===== src/rtl/zbpa_pkg.sv =====
// ----------------------------------------------------------------------------
// zbpa_pkg
// Shared types and constants of the zoned bitmap page allocator.
// ----------------------------------------------------------------------------
package zbpa_pkg;

    localparam int ADDR_W         = 48;
    localparam int OP_W           = 2;
    localparam int STATUS_W       = 3;
    localparam int CFG_DATA_W     = 64;

    localparam int ZONE_COUNT_DEF     = 3;
    localparam int PAGES_PER_ZONE_DEF = 4096;
    localparam int PAGE_SHIFT_DEF     = 12;
    // row width is a power of two
    localparam int ROW_BITS_DEF       = 64;

    localparam int S_TDATA_W = ((OP_W + 2 * ADDR_W + 7) / 8) * 8;
    localparam int M_TDATA_W = ((STATUS_W + ADDR_W + 7) / 8) * 8;

    typedef enum logic [OP_W-1:0] {
        OP_ALLOC       = 2'd0,
        OP_FREE_PAGE   = 2'd1,
        OP_RESERVE_RNG = 2'd2,
        OP_FREE_RNG    = 2'd3
    } op_t;

    typedef enum logic [STATUS_W-1:0] {
        ST_OK         = 3'd0,
        ST_OOM        = 3'd1,
        ST_NOZONE     = 3'd2,
        ST_INCOMPLETE = 3'd3,
        ST_BEYOND     = 3'd4
    } status_t;

    typedef enum logic [3:0] {
        S_IDLE,
        S_A_ROW,
        S_A_CHECK,
        S_F_ZONE,
        S_R_ZONE,
        S_R_PAGE,
        S_R_NEXT,
        S_P_CALC,
        S_P_CHECK,
        S_P_WRITE,
        S_DONE
    } state_t;

    typedef struct packed {
        logic    load;
        logic    zone_next;
        logic    row_next;
        logic    mem_read;
        logic    rd_page;
        logic    alloc_write;
        logic    range_setup;
        logic    page_calc;
        logic    page_write;
        logic    page_step;
        logic    zone_done;
        logic    set_status;
        status_t code;
        logic    out_load;
    } cmd_t;

    typedef struct packed {
        op_t  op;
        logic zone_last;
        logic row_ok;
        logic found;
        logic zone_hit;
        logic beyond;
        logic page_more;
        logic rem_zero;
        logic out_free;
    } sts_t;

endpackage


===== src/rtl/zbpa_ctrl.sv =====
// ----------------------------------------------------------------------------
// zbpa_ctrl
// Sequencer for alloc, free and range requests of the page allocator.
// ----------------------------------------------------------------------------
module zbpa_ctrl (
    input  logic           aclk,
    input  logic           aresetn,
    input  logic           req_valid,
    output logic           req_ready,
    input  zbpa_pkg::sts_t sts,
    output zbpa_pkg::cmd_t cmd
);

    zbpa_pkg::state_t state_reg, state_next;

    always_ff @(posedge aclk) begin
        if (!aresetn) begin
            state_reg <= zbpa_pkg::S_IDLE;
        end else begin
            state_reg <= state_next;
        end
    end

    always_comb begin
        state_next = state_reg;
        case (state_reg)
            zbpa_pkg::S_IDLE: begin
                if (req_valid) begin
                    case (sts.op)
                        zbpa_pkg::OP_ALLOC:     state_next = zbpa_pkg::S_A_ROW;
                        zbpa_pkg::OP_FREE_PAGE: state_next = zbpa_pkg::S_F_ZONE;
                        default:                state_next = zbpa_pkg::S_R_ZONE;
                    endcase
                end
            end
            zbpa_pkg::S_A_ROW: begin
                if (sts.row_ok) begin
                    state_next = zbpa_pkg::S_A_CHECK;
                end else if (sts.zone_last) begin
                    state_next = zbpa_pkg::S_DONE;
                end
            end
            zbpa_pkg::S_A_CHECK: begin
                state_next = sts.found ? zbpa_pkg::S_DONE : zbpa_pkg::S_A_ROW;
            end
            zbpa_pkg::S_F_ZONE: begin
                if (sts.zone_hit) begin
                    state_next = zbpa_pkg::S_P_CALC;
                end else if (sts.zone_last) begin
                    state_next = zbpa_pkg::S_DONE;
                end
            end
            zbpa_pkg::S_R_ZONE: begin
                state_next = sts.zone_hit ? zbpa_pkg::S_R_PAGE : zbpa_pkg::S_R_NEXT;
            end
            zbpa_pkg::S_R_PAGE: begin
                state_next = sts.page_more ? zbpa_pkg::S_P_CALC : zbpa_pkg::S_R_NEXT;
            end
            zbpa_pkg::S_R_NEXT: begin
                state_next = sts.zone_last ? zbpa_pkg::S_DONE : zbpa_pkg::S_R_ZONE;
            end
            zbpa_pkg::S_P_CALC: begin
                state_next = zbpa_pkg::S_P_CHECK;
            end
            zbpa_pkg::S_P_CHECK: begin
                state_next = sts.beyond ? zbpa_pkg::S_DONE : zbpa_pkg::S_P_WRITE;
            end
            zbpa_pkg::S_P_WRITE: begin
                state_next = (sts.op == zbpa_pkg::OP_FREE_PAGE) ? zbpa_pkg::S_DONE
                                                                : zbpa_pkg::S_R_PAGE;
            end
            zbpa_pkg::S_DONE: begin
                if (sts.out_free) begin
                    state_next = zbpa_pkg::S_IDLE;
                end
            end
            default: state_next = zbpa_pkg::S_IDLE;
        endcase
    end

    always_comb begin
        cmd       = '0;
        cmd.code  = zbpa_pkg::ST_OK;
        req_ready = 1'b0;
        case (state_reg)
            zbpa_pkg::S_IDLE: begin
                req_ready = 1'b1;
                cmd.load  = req_valid;
            end
            zbpa_pkg::S_A_ROW: begin
                if (sts.row_ok) begin
                    cmd.mem_read = 1'b1;
                end else if (sts.zone_last) begin
                    cmd.set_status = 1'b1;
                    cmd.code       = zbpa_pkg::ST_OOM;
                end else begin
                    cmd.zone_next = 1'b1;
                end
            end
            zbpa_pkg::S_A_CHECK: begin
                if (sts.found) begin
                    cmd.alloc_write = 1'b1;
                    cmd.set_status  = 1'b1;
                    cmd.code        = zbpa_pkg::ST_OK;
                end else begin
                    cmd.row_next = 1'b1;
                end
            end
            zbpa_pkg::S_F_ZONE: begin
                if (sts.zone_hit) begin
                    cmd.range_setup = 1'b1;
                end else if (sts.zone_last) begin
                    cmd.set_status = 1'b1;
                    cmd.code       = zbpa_pkg::ST_NOZONE;
                end else begin
                    cmd.zone_next = 1'b1;
                end
            end
            zbpa_pkg::S_R_ZONE: begin
                cmd.range_setup = sts.zone_hit;
            end
            zbpa_pkg::S_R_PAGE: begin
                cmd.zone_done = !sts.page_more;
            end
            zbpa_pkg::S_R_NEXT: begin
                if (sts.zone_last) begin
                    cmd.set_status = 1'b1;
                    cmd.code       = sts.rem_zero ? zbpa_pkg::ST_OK
                                                  : zbpa_pkg::ST_INCOMPLETE;
                end else begin
                    cmd.zone_next = 1'b1;
                end
            end
            zbpa_pkg::S_P_CALC: begin
                cmd.page_calc = 1'b1;
            end
            zbpa_pkg::S_P_CHECK: begin
                if (sts.beyond) begin
                    cmd.set_status = 1'b1;
                    cmd.code       = zbpa_pkg::ST_BEYOND;
                end else begin
                    cmd.mem_read = 1'b1;
                    cmd.rd_page  = 1'b1;
                end
            end
            zbpa_pkg::S_P_WRITE: begin
                cmd.page_write = 1'b1;
                cmd.page_step  = 1'b1;
                if (sts.op == zbpa_pkg::OP_FREE_PAGE) begin
                    cmd.set_status = 1'b1;
                    cmd.code       = zbpa_pkg::ST_OK;
                end
            end
            zbpa_pkg::S_DONE: begin
                cmd.out_load = sts.out_free;
            end
            default: begin
                cmd = '0;
            end
        endcase
    end

endmodule


===== config.mk =====
export PLATFORM = sky130hd
export DESIGN_NAME = zbpa_ctrl
export DESIGN_NICKNAME = d
export VERILOG_FILES = /design/src/rtl/zbpa_pkg.sv /design/src/rtl/zbpa_ctrl.sv
export SDC_FILE = /design/constraint.sdc
export NUM_CORES = 1
export LEC_CHECK = 0
export BUFFER_PORTS_ARGS = -buffer_cell sky130_fd_sc_hd__buf_4
export CORE_MARGIN = 2
export CORE_UTILIZATION = 48
export CTS_BUF_LIST = sky130_fd_sc_hd__clkbuf_4 sky130_fd_sc_hd__clkbuf_8 sky130_fd_sc_hd__clkbuf_16
export CTS_CLUSTER_SIZE = 24
export DETAILED_ROUTE_END_ITERATION = 8
export PLACE_DENSITY = 0.82
export SETUP_SLACK_MARGIN = 0.2
export SLEW_MARGIN = 30
export SYNTH_ARGS = -nofsm -noshare
export SYNTH_HDL_FRONTEND = slang
export SYNTH_SLANG_ARGS = --single-unit

===== constraint.sdc =====
create_clock -name aclk -period 3.3 [get_ports aclk]
set_clock_uncertainty 0.2 [all_clocks]
set_input_delay 0.66 -clock aclk [delete_from_list [all_inputs] [get_ports aclk]]
set_output_delay 0.66 -clock aclk [all_outputs]
set_load 0.02 [all_outputs]

# ---- Word-level counts from Yosys, hierarchy flattened
# Index checks and enable logic that the tools add are counted.
dict set report word_totals {
  output_inout_bits 17
  word_cells 61
  in_bits 13
  regBits 4
}
dict set report op_classes {
  n_reduce_logical 4
  eq_ne 13
  mux 43
}
# cell n
set ops {}
lappend ops {{two-way mux 4 bit} 16}
lappend ops {{case mux 4 bit (11 select lines)} 1}
lappend ops {{case mux 4 bit (6 select lines)} 1}
lappend ops {{equality test 4 x 3 -> 1 bit (second input constant)} 4}
lappend ops {{two-way mux 1 bit} 16}
lappend ops {{equality test 4 bit (second input constant)} 3}
lappend ops {{two-way mux 2 bit} 5}
lappend ops {{equality test 4 x 2 -> 1 bit (second input constant)} 2}
lappend ops {{case mux 3 bit (2 select lines)} 1}
lappend ops {{equality test 4 x 1 -> 1 bit (second input constant)} 1}
lappend ops {{zero test 4 bit} 1}
lappend ops {{!= test 2 bit (second input constant)} 2}
lappend ops {{case mux 1 bit (2 select lines)} 2}
lappend ops {{case mux 1 bit (3 select lines)} 1}
lappend ops {{equality test 2 x 1 -> 1 bit (second input constant)} 1}
lappend ops {{zero test 2 bit} 1}
lappend ops {{AND reduction 2 bit} 1}
lappend ops {{zero test 1 bit} 1}

# ---- Longest topological paths before layout
# Gate-level depths: netlist of run 1.
dict set report logic_depth {
  ltp_word 4
  mapped_depth 6
  depth_no_buf 4
}

# ---- Worst setup path before layout of run 1
# Ideal clock, no wire load.
dict set report synth_path {
  kind {reg-to-output}
  start {reg state_reg[1]}
  end {out cmd[14] (netlist name)}
  path_buffers 1
  stages_incl_launch_ff 5
  t_required_ns 2.440
  path_slack_ns 1.024
  arrival_ns 1.416
  cell_sequence {dfxtp_1 > buf_2 > inv_2 > or2_1 > a211oi_1}
}
# element line_no
set synth_lines {}
lappend synth_lines {{start: declaration} zbpa_ctrl.sv:14} ;# zbpa_pkg::state_t state_reg, state_next;
lappend synth_lines {{start signal: assignment} zbpa_ctrl.sv:18} ;# state_reg <= zbpa_pkg::S_IDLE;
lappend synth_lines {{start signal: assignment} zbpa_ctrl.sv:20} ;# state_reg <= state_next;
lappend synth_lines {{end: declaration} zbpa_ctrl.sv:11} ;# output zbpa_pkg::cmd_t cmd

==> impl_table.tex, run 1 <==
\begin{tabular}{lr}
\hline
Metric & Value \\
\hline
\multicolumn{2}{l}{\textbf{Setup path}} \\
Type of the worst setup path & register to primary output \\
Worst EP required & between 2 and 2.5 ns \\
Start point of the critical path & state\_reg[2]\$\_SDFFE\_PN0P\_ \\
Worst path depth & 5 \\
Worst-case reg-to-reg path depth & 4 \\
Crit end category & primary output \\
WP buf/inv & 1 \\
Worst path max stage delay & around 0.70 ns \\
Start of the worst register-to-register path & state\_reg[2]\$\_SDFFE\_PN0P\_ \\
Reg-to-Reg End & state\_reg[3]\$\_SDFFE\_PN0P\_ \\
Data arrival, critical path & 1.94 ns \\
CP endpoint & cmd[4] \\
Cell chain of the critical path & nor2\_1 > and4\_1 > nor3\_1 > nand3b\_1 > buf\_4 \\
Worst reg2reg setup slack & 1.38 ns \\
Top Family by Delay on Critical Path & simple AND/OR/NAND/NOR gates \\
Master of the slowest instance on the critical path & sky130\_fd\_sc\_hd\_\_dfxtp\_1 \\
Peak fanout along the critical path & 19 \\
Nature of the critical path startpoint & register \\
\multicolumn{2}{l}{\textbf{Clock tree}} \\
Post\_cts resized & 0 \\
Clock Path Buffers & 2 \\
Hold\_buf cts & 0 \\
Deepest level of the CTS H-tree & 1 \\
Clock latency of the later-clocked register in the worst-skew pair & around 0.23 ns \\
Clock slew at the register clock pins of the worst setup and hold paths & 0.04 ns \\
TritonCTS clock tree & yes \\
Count of clock tree sinks & 4 \\
Setup Fix Bufs, Post-CTS & 0 \\
Buffer cell driving the clock tree root & sky130\_fd\_sc\_hd\_\_clkbuf\_4 \\
TritonCTS buffer count & 3 \\
\multicolumn{2}{l}{\textbf{STA}} \\
Worst rel slew slack & 0.597 \\
Min Clock Period, post-route & around 2.8 ns \\
Final worst-path cycle share & 0.850 \\
Maximum frequency from static timing analysis & 357 MHz \\
Final setup violation count & 0 \\
Setup TNS & 0 ns \\
Total count of hold-check failures in the final report & 0 \\
Final Max Tran Viols & 0 \\
Final worst hold slack & about 0.5 ns \\
Setup repair after global routing missed its margin & false \\
Worst Tran Pin Value & approximately 0.60 ns \\
\multicolumn{2}{l}{\textbf{Detailed routing}} \\
Total met2 wirelength after detailed routing & 838 um \\
Detailed-route wire length per cell & 13.6 um \\
Antenna-violating nets left & 0 \\
Final wirelength & 1780 um \\
Count of vias placed by the detailed router & 780 \\
Top layer used by detailed routing & met4 \\
Routed metal-1 wire length & 791 um \\
Via count normalized by instance count & 5.95 \\
Detailed route wirelength on metal3 & 138 um \\
Post-detailed-route DRC marker count & 0 \\
Number of DRC markers in iteration 0 & 22 \\
Initial DRT Pass Iterations & 4 \\
\multicolumn{2}{l}{\textbf{Pwr}} \\
Static leakage power & approximately 0.36 nW \\
Power Dens Cells & roughly 800 nW/um\^{}2 \\
Total power draw & roughly 0.70 mW \\
Worst vdd rail ir drop & $\sim$0.37 mV \\
\multicolumn{2}{l}{\textbf{Global routing}} \\
Global Route Usage Sum & 0.244 \\
First-pass GRT wire length & 2730 um \\
Gr ovfl total & 0 \\
Maximum number of pins on one net before global-route repair & 20 \\
Number of global-route vias before repair & 670 \\
Initial antenna violation count & 0 \\
\multicolumn{2}{l}{\textbf{Logic synthesis}} \\
Leading cell types by count after synthesis & 9 x sky130\_fd\_sc\_hd\_\_nor2\_1, 7 x sky130\_fd\_sc\_hd\_\_nand2\_1, 6 x sky130\_fd\_sc\_hd\_\_nand2b\_1, 5 x sky130\_fd\_sc\_hd\_\_buf\_2, 5 x sky130\_fd\_sc\_hd\_\_nor3\_1 \\
Mean area per synthesized cell & 6.98 um\^{}2 \\
Fraction of synthesized area in multiplexers & 0 \\
Yosys reg bits & 4 \\
Top post-synthesis cells by area & sky130\_fd\_sc\_hd\_\_dfxtp\_1 13\%, sky130\_fd\_sc\_hd\_\_nand2b\_1 5.9\%, sky130\_fd\_sc\_hd\_\_nor2\_1 5.3\% \\
Post-synth top area share & 0.126 \\
Warnings from Yosys & 0 \\
Xor and xnor fraction of the mapped netlist area & 0 \\
Synthesized-area fraction occupied by ao, oa, aoi and oai cells & 0.281 \\
Number of enable flip-flop cells after synthesis & 0 \\
Combinational family with the most area after synthesis & simple AND/OR/NAND/NOR gates \\
Post-synth cell types & 41 \\
Share of synthesized registers carrying an async set or reset & 0 \\
Synthesized Nets & $\sim$100 \\
Number of instances in the synthesized netlist & a little over 90 \\
Post-Synth Simple-Gate Area & 0.494 \\
Synth Flop Type & sky130\_fd\_sc\_hd\_\_dfxtp\_1 \\
Seq/Total Area, Yosys & 0.126 \\
Adder-cell share of the synthesized area & 0 \\
Biggest area consumer among synthesized cells & sky130\_fd\_sc\_hd\_\_dfxtp\_1 \\
Post-synthesis instance area & 636 um\^{}2 \\
Top-count cell post-synth & sky130\_fd\_sc\_hd\_\_nor2\_1 \\
\multicolumn{2}{l}{\textbf{Layout}} \\
Non-Filler Instances & 131 \\
Area Overhead vs Synth & 33.9\% \\
Max reg flops & 4 \\
ANT cells & 0 \\
Nets & 131 \\
Layout cell share with drive strength beyond 1 & 0.336 \\
Final cell utilization of the core & 0.671 \\
\multicolumn{2}{l}{\textbf{Place}} \\
Final Wtd Congestion & between 0.9 and 1 \\
DP Cell Count & roughly 130 \\
Count of buffers inserted at the top-level ports & 29 \\
Post-detailed-placement half-perimeter wirelength & approximately 1400 um \\
\multicolumn{2}{l}{\textbf{Flow run}} \\
Max Cap Viol & 0 \\
\multicolumn{2}{l}{\textbf{Floorplanning}} \\
Die height & 40.4 um \\
Die span in x & 40.4 um \\
Area of the die & about 1600 um\^{}2 \\
Number of cell rows & 13 \\
Core area & 1270 um\^{}2 \\
Number of primary I/O pins & 30 \\
Effective utilization at floorplan & 0.501 \\
\multicolumn{2}{l}{\textbf{Worst hold path}} \\
Class of the most critical hold timing path & primary input to register \\
Hold Path Stages & 3 \\
\multicolumn{2}{l}{\textbf{Run status}} \\
Outcome & complete, no violations \\
\hline
\end{tabular}
## logic make-up (layout without fill, tap and decap cells)
logic type      after synthesis  count (layout)
compound gates               24              24
buf+inv                      11              36
flops                         4               4
simple gates                 52              52
## placed cells by master, fill, tap and decap left out, drive strengths merged, types with 4 or more instances in the layout
cell type	n
buf	30
nor3	5
nor4	5
nor2	9
a31oi	4
nand2b	6
o21ai	5
nand2	7
dfxtp	4
## power breakdown
part / internal (mW) / switching [mW]
Combinational: 0.223 / 0.260
Clock: 0.0406 / 0.0181
Sequential: 0.0701 / 0.0888
## routing by layer
metal  global-route usage  vias up
met5                    0        -
met4                0.158        0
met3               0.0222        2
met2                0.405       43
met1                0.294      337
li1                     -      398
## area by class of cell
class / count / area, um^2
clock buffer: 3 / 22.5
fill: 118 / 418
inverter: 3 / 11.3
multi-input combinational: 76 / 493
sequential: 4 / 80.1
tap: 15 / 18.8
timing repair buffer: 30 / 225
## worst min path at each step
stage	end	startpoint	slack, ns
6_report	state_reg[3]$_SDFFE_PN0P_	aresetn	0.49
5_1_grt	state_reg[3]$_SDFFE_PN0P_	aresetn	0.49
4_1_cts	state_reg[3]$_SDFFE_PN0P_	aresetn	0.48
3_5_place_dp	state_reg[3]$_SDFFE_PN0P_	state_reg[3]$_SDFFE_PN0P_	0.61
3_3_place_gp	state_reg[3]$_SDFFE_PN0P_	state_reg[3]$_SDFFE_PN0P_	0.60
2_1_floorplan	state_reg[2]$_SDFFE_PN0P_	state_reg[3]$_SDFFE_PN0P_	0.41
## through the flow
step,area [um^2],setup slack (ns)
after detailed placement,828,0.786
after global routing,851,0.344
after global placement,828,0.877
after CTS,851,0.514
final,851,0.495
after floorplan,636,1.02
## worst register-to-register path, cell delays in order (launching register included)
cell and delay [ns]:
sky130_fd_sc_hd__dfxtp_1 0.70, sky130_fd_sc_hd__nor2_1 0.20, sky130_fd_sc_hd__and4_1 0.28, sky130_fd_sc_hd__nor3_1 0.27, sky130_fd_sc_hd__a31oi_1 0.13
No activity file was read; power rests on OpenSTA's default activity.
==> run 2: changes to the inputs <==
- CORE_UTILIZATION: 48 -> 40
- PLACE_DENSITY: 0.82 -> 0.73
- clock period: 3.3 -> 2.3 ns (I/O delays scaled with it)
==> run 2 against run 1 <==
Wire length up 24%. Sequential power is 26% higher. Die area is 18% higher. Clock power rose by 53%. Register-to-register slack got worse by 0.80 ns.
==> impl_table.tex, run 2 (same netlist as run 1, synthesis figures left out) <==
\begin{tabular}{lr}
\hline
Metric & Value \\
\hline
\multicolumn{2}{l}{\textbf{Clock tree}} \\
TritonCTS buffer count & 3 \\
Clock Path Buffers & 2 \\
Buffer cell driving the clock tree root & sky130\_fd\_sc\_hd\_\_clkbuf\_4 \\
Count of clock tree sinks & 4 \\
Clock latency of the later-clocked register in the worst-skew pair & 0.24 ns \\
Hold\_buf cts & 0 \\
Deepest level of the CTS H-tree & 1 \\
TritonCTS clock tree & yes \\
Clock slew at the register clock pins of the worst setup and hold paths & 0.04 ns \\
\multicolumn{2}{l}{\textbf{STA}} \\
Setup TNS & 0 ns \\
Maximum frequency from static timing analysis & 476 MHz \\
Total count of hold-check failures in the final report & 0 \\
Worst Tran Pin Value & between 0.3 and 0.4 ns \\
Final worst-path cycle share & 0.913 \\
Final setup violation count & 0 \\
Final Max Tran Viols & 0 \\
Setup repair after global routing missed its margin & true \\
Worst rel slew slack & 0.739 \\
Min Clock Period, post-route & about 2.1 ns \\
\multicolumn{2}{l}{\textbf{Layout}} \\
Final instance area & between 900 and 1000 um\^{}2 \\
Layout cell share with drive strength beyond 1 & 0.480 \\
ANT cells & 0 \\
Leading cell types in the layout, fill and taps excluded & 37 x sky130\_fd\_sc\_hd\_\_buf\_4, 9 x sky130\_fd\_sc\_hd\_\_nor2\_1, 6 x sky130\_fd\_sc\_hd\_\_nand2\_1 \\
Area Overhead vs Synth & 55.1\% \\
Commonest non-fill, non-tap cell in the layout & sky130\_fd\_sc\_hd\_\_buf\_4 \\
Max reg flops & 4 \\
Nets & 140 \\
Filler Cell Count & 140 \\
\multicolumn{2}{l}{\textbf{Global routing}} \\
Gr ovfl total & 0 \\
Global Route Usage Sum & 0.216 \\
Maximum number of pins on one net before global-route repair & 12 \\
Initial antenna violation count & 0 \\
First-pass GRT wire length & $\sim$3200 um \\
Number of global-route vias before repair & about 730 \\
\multicolumn{2}{l}{\textbf{Floorplanning}} \\
Area of the die & 1920 um\^{}2 \\
Core area & 1510 um\^{}2 \\
Number of cell rows & 14 \\
Effective utilization at floorplan & 0.422 \\
Die height & between 40 and 50 um \\
Number of primary I/O pins & 30 \\
Die span in x & 43.9 um \\
\multicolumn{2}{l}{\textbf{Worst hold path}} \\
Class of the most critical hold timing path & primary input to register \\
Worst Hold Launch & aresetn \\
\multicolumn{2}{l}{\textbf{Detailed routing}} \\
Post-detailed-route DRC marker count & 0 \\
Detailed-route wire length per cell & 15.7 um \\
Final wirelength & about 2200 um \\
Antenna-violating nets left & 0 \\
Via count normalized by instance count & around 6.3 \\
Number of DRC markers in iteration 0 & between 40 and 50 \\
Initial DRT Pass Iterations & 5 \\
Count of vias placed by the detailed router & about 890 \\
\multicolumn{2}{l}{\textbf{Setup path}} \\
Start of the worst register-to-register path & state\_reg[2]\$\_SDFFE\_PN0P\_ \\
Worst EP required & $\sim$1.6 ns \\
Nature of the critical path startpoint & register \\
Data arrival, critical path & 1.44 ns \\
Peak fanout along the critical path & 11 \\
Start point of the critical path & state\_reg[1]\$\_SDFFE\_PN0P\_ \\
Type of the worst setup path & register to primary output \\
Crit end category & primary output \\
\multicolumn{2}{l}{\textbf{Place}} \\
Final Wtd Congestion & about 0.91 \\
Placed cell areas & 882 um\^{}2 \\
Count of buffers inserted at the top-level ports & 29 \\
Post-detailed-placement half-perimeter wirelength & roughly 1600 um \\
\multicolumn{2}{l}{\textbf{Pwr}} \\
Power Dens Cells & 1260 nW/um\^{}2 \\
Worst vdd rail ir drop & between 0.5 and 0.6 mV \\
Static leakage power & 0.417 nW \\
\multicolumn{2}{l}{\textbf{Run status}} \\
Outcome & complete, no violations \\
\multicolumn{2}{l}{\textbf{Flow run}} \\
Max Cap Viol & 0 \\
\hline
\end{tabular}
run 2: changes by cell type in the layout (fill, tap and decap cells not counted), moves of 2 or more:
cell / previous run / this run
sky130_fd_sc_hd__nor3_1: 5 / 3
sky130_fd_sc_hd__dfxtp_4: 0 / 4
sky130_fd_sc_hd__dfxtp_1: 4 / 0
sky130_fd_sc_hd__nor3_2: 0 / 2
sky130_fd_sc_hd__buf_6: 0 / 2
sky130_fd_sc_hd__buf_4: 30 / 37
run 2: per-layer routing:
layer | part of all wire | up-vias | track usage
met5 | 0 | - | 0
met4 | 0.035 | 0 | 0.0909
met3 | 0.052 | 12 | 0.0333
met2 | 0.49 | 48 | 0.356
met1 | 0.42 | 417 | 0.276
li1 | - | 410 | -
run 2: worst paths after layout:
kind / endpoint / slack, ns / depth (start not counted)
hold / removal: state_reg[3]$_SDFFE_PN0P_ / 0.26 / 3
setup / recovery: cmd[4] / 0.20 / 6
hold reg to reg: state_reg[3]$_SDFFE_PN0P_ / 0.48 / 2
setup reg to reg: state_reg[0]$_SDFFE_PN0P_ / 0.58 / 5
run 2: critical path, stage by stage (launching register included):
cell                       delay (ns)
sky130_fd_sc_hd__dfxtp_4         0.38
sky130_fd_sc_hd__buf_6           0.15
sky130_fd_sc_hd__nand2_2         0.07
sky130_fd_sc_hd__nand3_2         0.09
sky130_fd_sc_hd__or2_1           0.27
sky130_fd_sc_hd__nand3b_1        0.12
sky130_fd_sc_hd__buf_6           0.13
run 2: report_power, final:
part	total, mW	internal, mW	switching, mW
sequential	0.201	0.120	0.0813
combinational	0.951	0.449	0.502
clock	0.0901	0.0586	0.0316
total	1.24	0.628	0.615
run 2: per-stage QoR:
| stage | utilization | setup WS [ns] | cells | power [mW] | hold slack [ns] |
|---|---|---|---|---|---|
| 2_1_floorplan | - | 0.224 | 91 | 0.733 | 0.369 |
| 3_3_place_gp | 0.586 | 0.325 | 136 | 1.00 | 0.496 |
| 3_5_place_dp | 0.586 | 0.253 | 136 | 1.01 | 0.495 |
| 4_1_cts | 0.615 | 0.186 | 139 | 1.13 | 0.255 |
| 5_1_grt | 0.654 | 0.131 | 141 | 1.32 | 0.256 |
| 6_report | 0.654 | 0.199 | 141 | 1.24 | 0.258 |
run 2: what timing repair did:
action	in CTS	in global routing
endpoints found under the setup margin	7	5
gates resized for setup	8	11
pin swaps	0	2
setup buffers	0	2
run 2: area by class of cell:
cell class,count,area (um^2),share of cell area
multi-input cells,76,537,0.544
well taps,16,20.0,0.0203
inverters,3,11.3,0.0114
clock buffers,3,22.5,0.0228
flip-flops and latches,4,95.1,0.0964
repair buffers,39,300,0.305
==> run 3: changes to the inputs <==
- PLACE_DENSITY: 0.73 -> 0.7
- TNS_END_PERCENT: not set -> 30
==> run 3 against run 2 <==
Critical path type unchanged. Largest power group unchanged. Sequential cell count did not move. Clock power is 2.4% lower. Sequential power about the same. Highest routed layer unchanged. Via count fell by 3.9%. Non-clock buffer count down 1. Global-route usage increased by 1.4 points. Largest cell class unchanged. Power shrank 0.28%. Worst setup slack worse by 0.0014 ns.
==> impl_table.tex, run 3 (same netlist as run 1, synthesis figures left out) <==
\begin{tabular}{lr}
\hline
Metric & Value \\
\hline
\multicolumn{2}{l}{\textbf{STA}} \\
Final worst-path cycle share & 0.914 \\
Final worst hold slack & $\sim$0.27 ns \\
Min Clock Period, post-route & 2.10 ns \\
Setup repair after global routing missed its margin & true \\
Total count of hold-check failures in the final report & 0 \\
Worst rel slew slack & 0.767 \\
Final Max Tran Viols & 0 \\
Maximum frequency from static timing analysis & roughly 480 MHz \\
Final setup violation count & 0 \\
Worst Tran Pin Value & 0.347 ns \\
Setup TNS & 0 ns \\
\multicolumn{2}{l}{\textbf{Flow run}} \\
Max Cap Viol & 0 \\
\multicolumn{2}{l}{\textbf{Clock tree}} \\
Buffer cell driving the clock tree root & sky130\_fd\_sc\_hd\_\_clkbuf\_4 \\
TritonCTS buffer count & 3 \\
TritonCTS clock tree & yes \\
Clock Path Buffers & 2 \\
Clock slew at the register clock pins of the worst setup and hold paths & approximately 0.040 ns \\
Clock latency of the later-clocked register in the worst-skew pair & approximately 0.23 ns \\
Count of clock tree sinks & 4 \\
Hold\_buf cts & 0 \\
Deepest level of the CTS H-tree & 1 \\
\multicolumn{2}{l}{\textbf{Setup path}} \\
Crit end category & primary output \\
Top Family by Delay on Critical Path & simple AND/OR/NAND/NOR gates \\
Most used cell along the critical path & sky130\_fd\_sc\_hd\_\_buf\_4 \\
WP buf/inv & 2 \\
Cell chain of the critical path & buf\_4 > and4bb\_1 > and2\_1 > buf\_4 \\
Worst reg2reg setup slack & between 0.4 and 0.5 ns \\
Nature of the critical path startpoint & register \\
Worst path max stage delay & approximately 0.4 ns \\
Data arrival, critical path & roughly 1.4 ns \\
Type of the worst setup path & register to primary output \\
Master of the slowest instance on the critical path & sky130\_fd\_sc\_hd\_\_dfxtp\_2 \\
Peak fanout along the critical path & 14 \\
Worst EP required & 1.64 ns \\
\multicolumn{2}{l}{\textbf{Detailed routing}} \\
Count of vias placed by the detailed router & approximately 850 \\
Number of DRC markers in iteration 0 & 23 \\
Final wirelength & about 2100 um \\
Detailed-route wire length per cell & $\sim$15 um \\
Via count normalized by instance count & just over 6 \\
Antenna-violating nets left & 0 \\
Initial DRT Pass Iterations & 4 \\
Post-detailed-route DRC marker count & 0 \\
\multicolumn{2}{l}{\textbf{Worst hold path}} \\
Class of the most critical hold timing path & primary input to register \\
\multicolumn{2}{l}{\textbf{Place}} \\
Post-detailed-placement half-perimeter wirelength & 1560 um \\
Count of buffers inserted at the top-level ports & 29 \\
Final Wtd Congestion & just under 0.9 \\
DP Cell Count & 134 \\
\multicolumn{2}{l}{\textbf{Layout}} \\
Area Overhead vs Synth & 54.7\% \\
Layout cell share with drive strength beyond 1 & 0.468 \\
Nets & $\sim$140 \\
Commonest non-fill, non-tap cell in the layout & sky130\_fd\_sc\_hd\_\_buf\_4 \\
Max reg flops & 4 \\
Non-Filler Instances & 140 \\
Final cell utilization of the core & 0.653 \\
ANT cells & 0 \\
Leading cell types in the layout, fill and taps excluded & 35 x sky130\_fd\_sc\_hd\_\_buf\_4, 9 x sky130\_fd\_sc\_hd\_\_nor2\_1, 7 x sky130\_fd\_sc\_hd\_\_nand2\_1 \\
\multicolumn{2}{l}{\textbf{Pwr}} \\
Net switching power figure & 0.613 mW \\
Cell Int Power & 0.626 mW \\
Fraction of power consumed by combinational cells & 0.767 \\
Power Dens Cells & 1260 nW/um\^{}2 \\
Switching Fraction & 0.495 \\
Sequential cell fraction of total power & 0.162 \\
Clock power frac & 0.071 \\
Total power draw & 1.24 mW \\
Static leakage power & about 0.41 nW \\
Worst vdd rail ir drop & between 0.5 and 0.6 mV \\
\multicolumn{2}{l}{\textbf{Run status}} \\
Outcome & complete, no violations \\
\multicolumn{2}{l}{\textbf{Floorplanning}} \\
Number of cell rows & 14 \\
Core area & about 1500 um\^{}2 \\
Die height & 43.9 um \\
Die span in x & 43.9 um \\
Effective utilization at floorplan & 0.422 \\
Area of the die & between 1500 and 2000 um\^{}2 \\
Number of primary I/O pins & 30 \\
\multicolumn{2}{l}{\textbf{Global routing}} \\
Initial antenna violation count & 0 \\
Number of global-route vias before repair & approximately 770 \\
Maximum number of pins on one net before global-route repair & 16 \\
First-pass GRT wire length & $\sim$3400 um \\
Gr ovfl total & 0 \\
Global Route Usage Sum & 0.230 \\
\hline
\end{tabular}
## run 3: worst paths after layout
path	endpoint	cells after the start	from
worst max-delay path	cmd[0]	4	state_reg[0]$_SDFFE_PN0P_
worst min-delay path	state_reg[3]$_SDFFE_PN0P_	3	aresetn
worst max register to register	state_reg[0]$_SDFFE_PN0P_	6	state_reg[2]$_SDFFE_PN0P_
worst min register to register	state_reg[0]$_SDFFE_PN0P_	3	state_reg[0]$_SDFFE_PN0P_
## run 3: worst reg2reg max path, cell delays in order, from the launching register on
cell and delay (ns):
sky130_fd_sc_hd__dfxtp_4 0.38, sky130_fd_sc_hd__buf_8 0.15, sky130_fd_sc_hd__buf_4 0.14, sky130_fd_sc_hd__or4_1 0.53
sky130_fd_sc_hd__o311ai_1 0.13, sky130_fd_sc_hd__a221oi_2 0.12, sky130_fd_sc_hd__a21oi_2 0.12
## run 3: metal layers
layer,part of all wire,GRT usage,wire (um)
met2,0.51,0.382,1080
met1,0.42,0.296,902
met5,0,0,0
met3,0.065,0.0333,139
met4,0.0042,0.0909,9
## run 3: stage by stage
| stage | cell area [um^2] | setup slack [ns] |
|---|---|---|
| 3_3_place_gp | 867 | 0.261 |
| 3_5_place_dp | 867 | 0.243 |
| 2_1_floorplan | 636 | 0.224 |
| 5_1_grt | 983 | 0.146 |
| 6_report | 983 | 0.198 |
| 4_1_cts | 925 | 0.201 |
## run 3: final cells by class
type / count / area, um^2
clock buffer: 3 / 22.5
fill: 129 / 523
inverter: 3 / 11.3
multi-input combinational: 76 / 537
sequential: 4 / 92.6
tap: 16 / 20.0
timing repair buffer: 38 / 300
## run 3: power by group through the flow
stage	Sequential, mW	Combinational (mW)	Clock, mW
finish	0.201	0.951	0.0879
global route	0.204	1.03	0.0996
CTS	0.187	0.850	0.0914
detailed placement	0.170	0.822	0
global placement	0.170	0.814	0
floorplan	0.120	0.613	0
## run 3: what timing repair did
action                     in CTS  in global routing
setup endpoints to repair       8                  7
gates resized for setup        12                  8
pin swaps                       1                  2
buffers inserted                0                  3
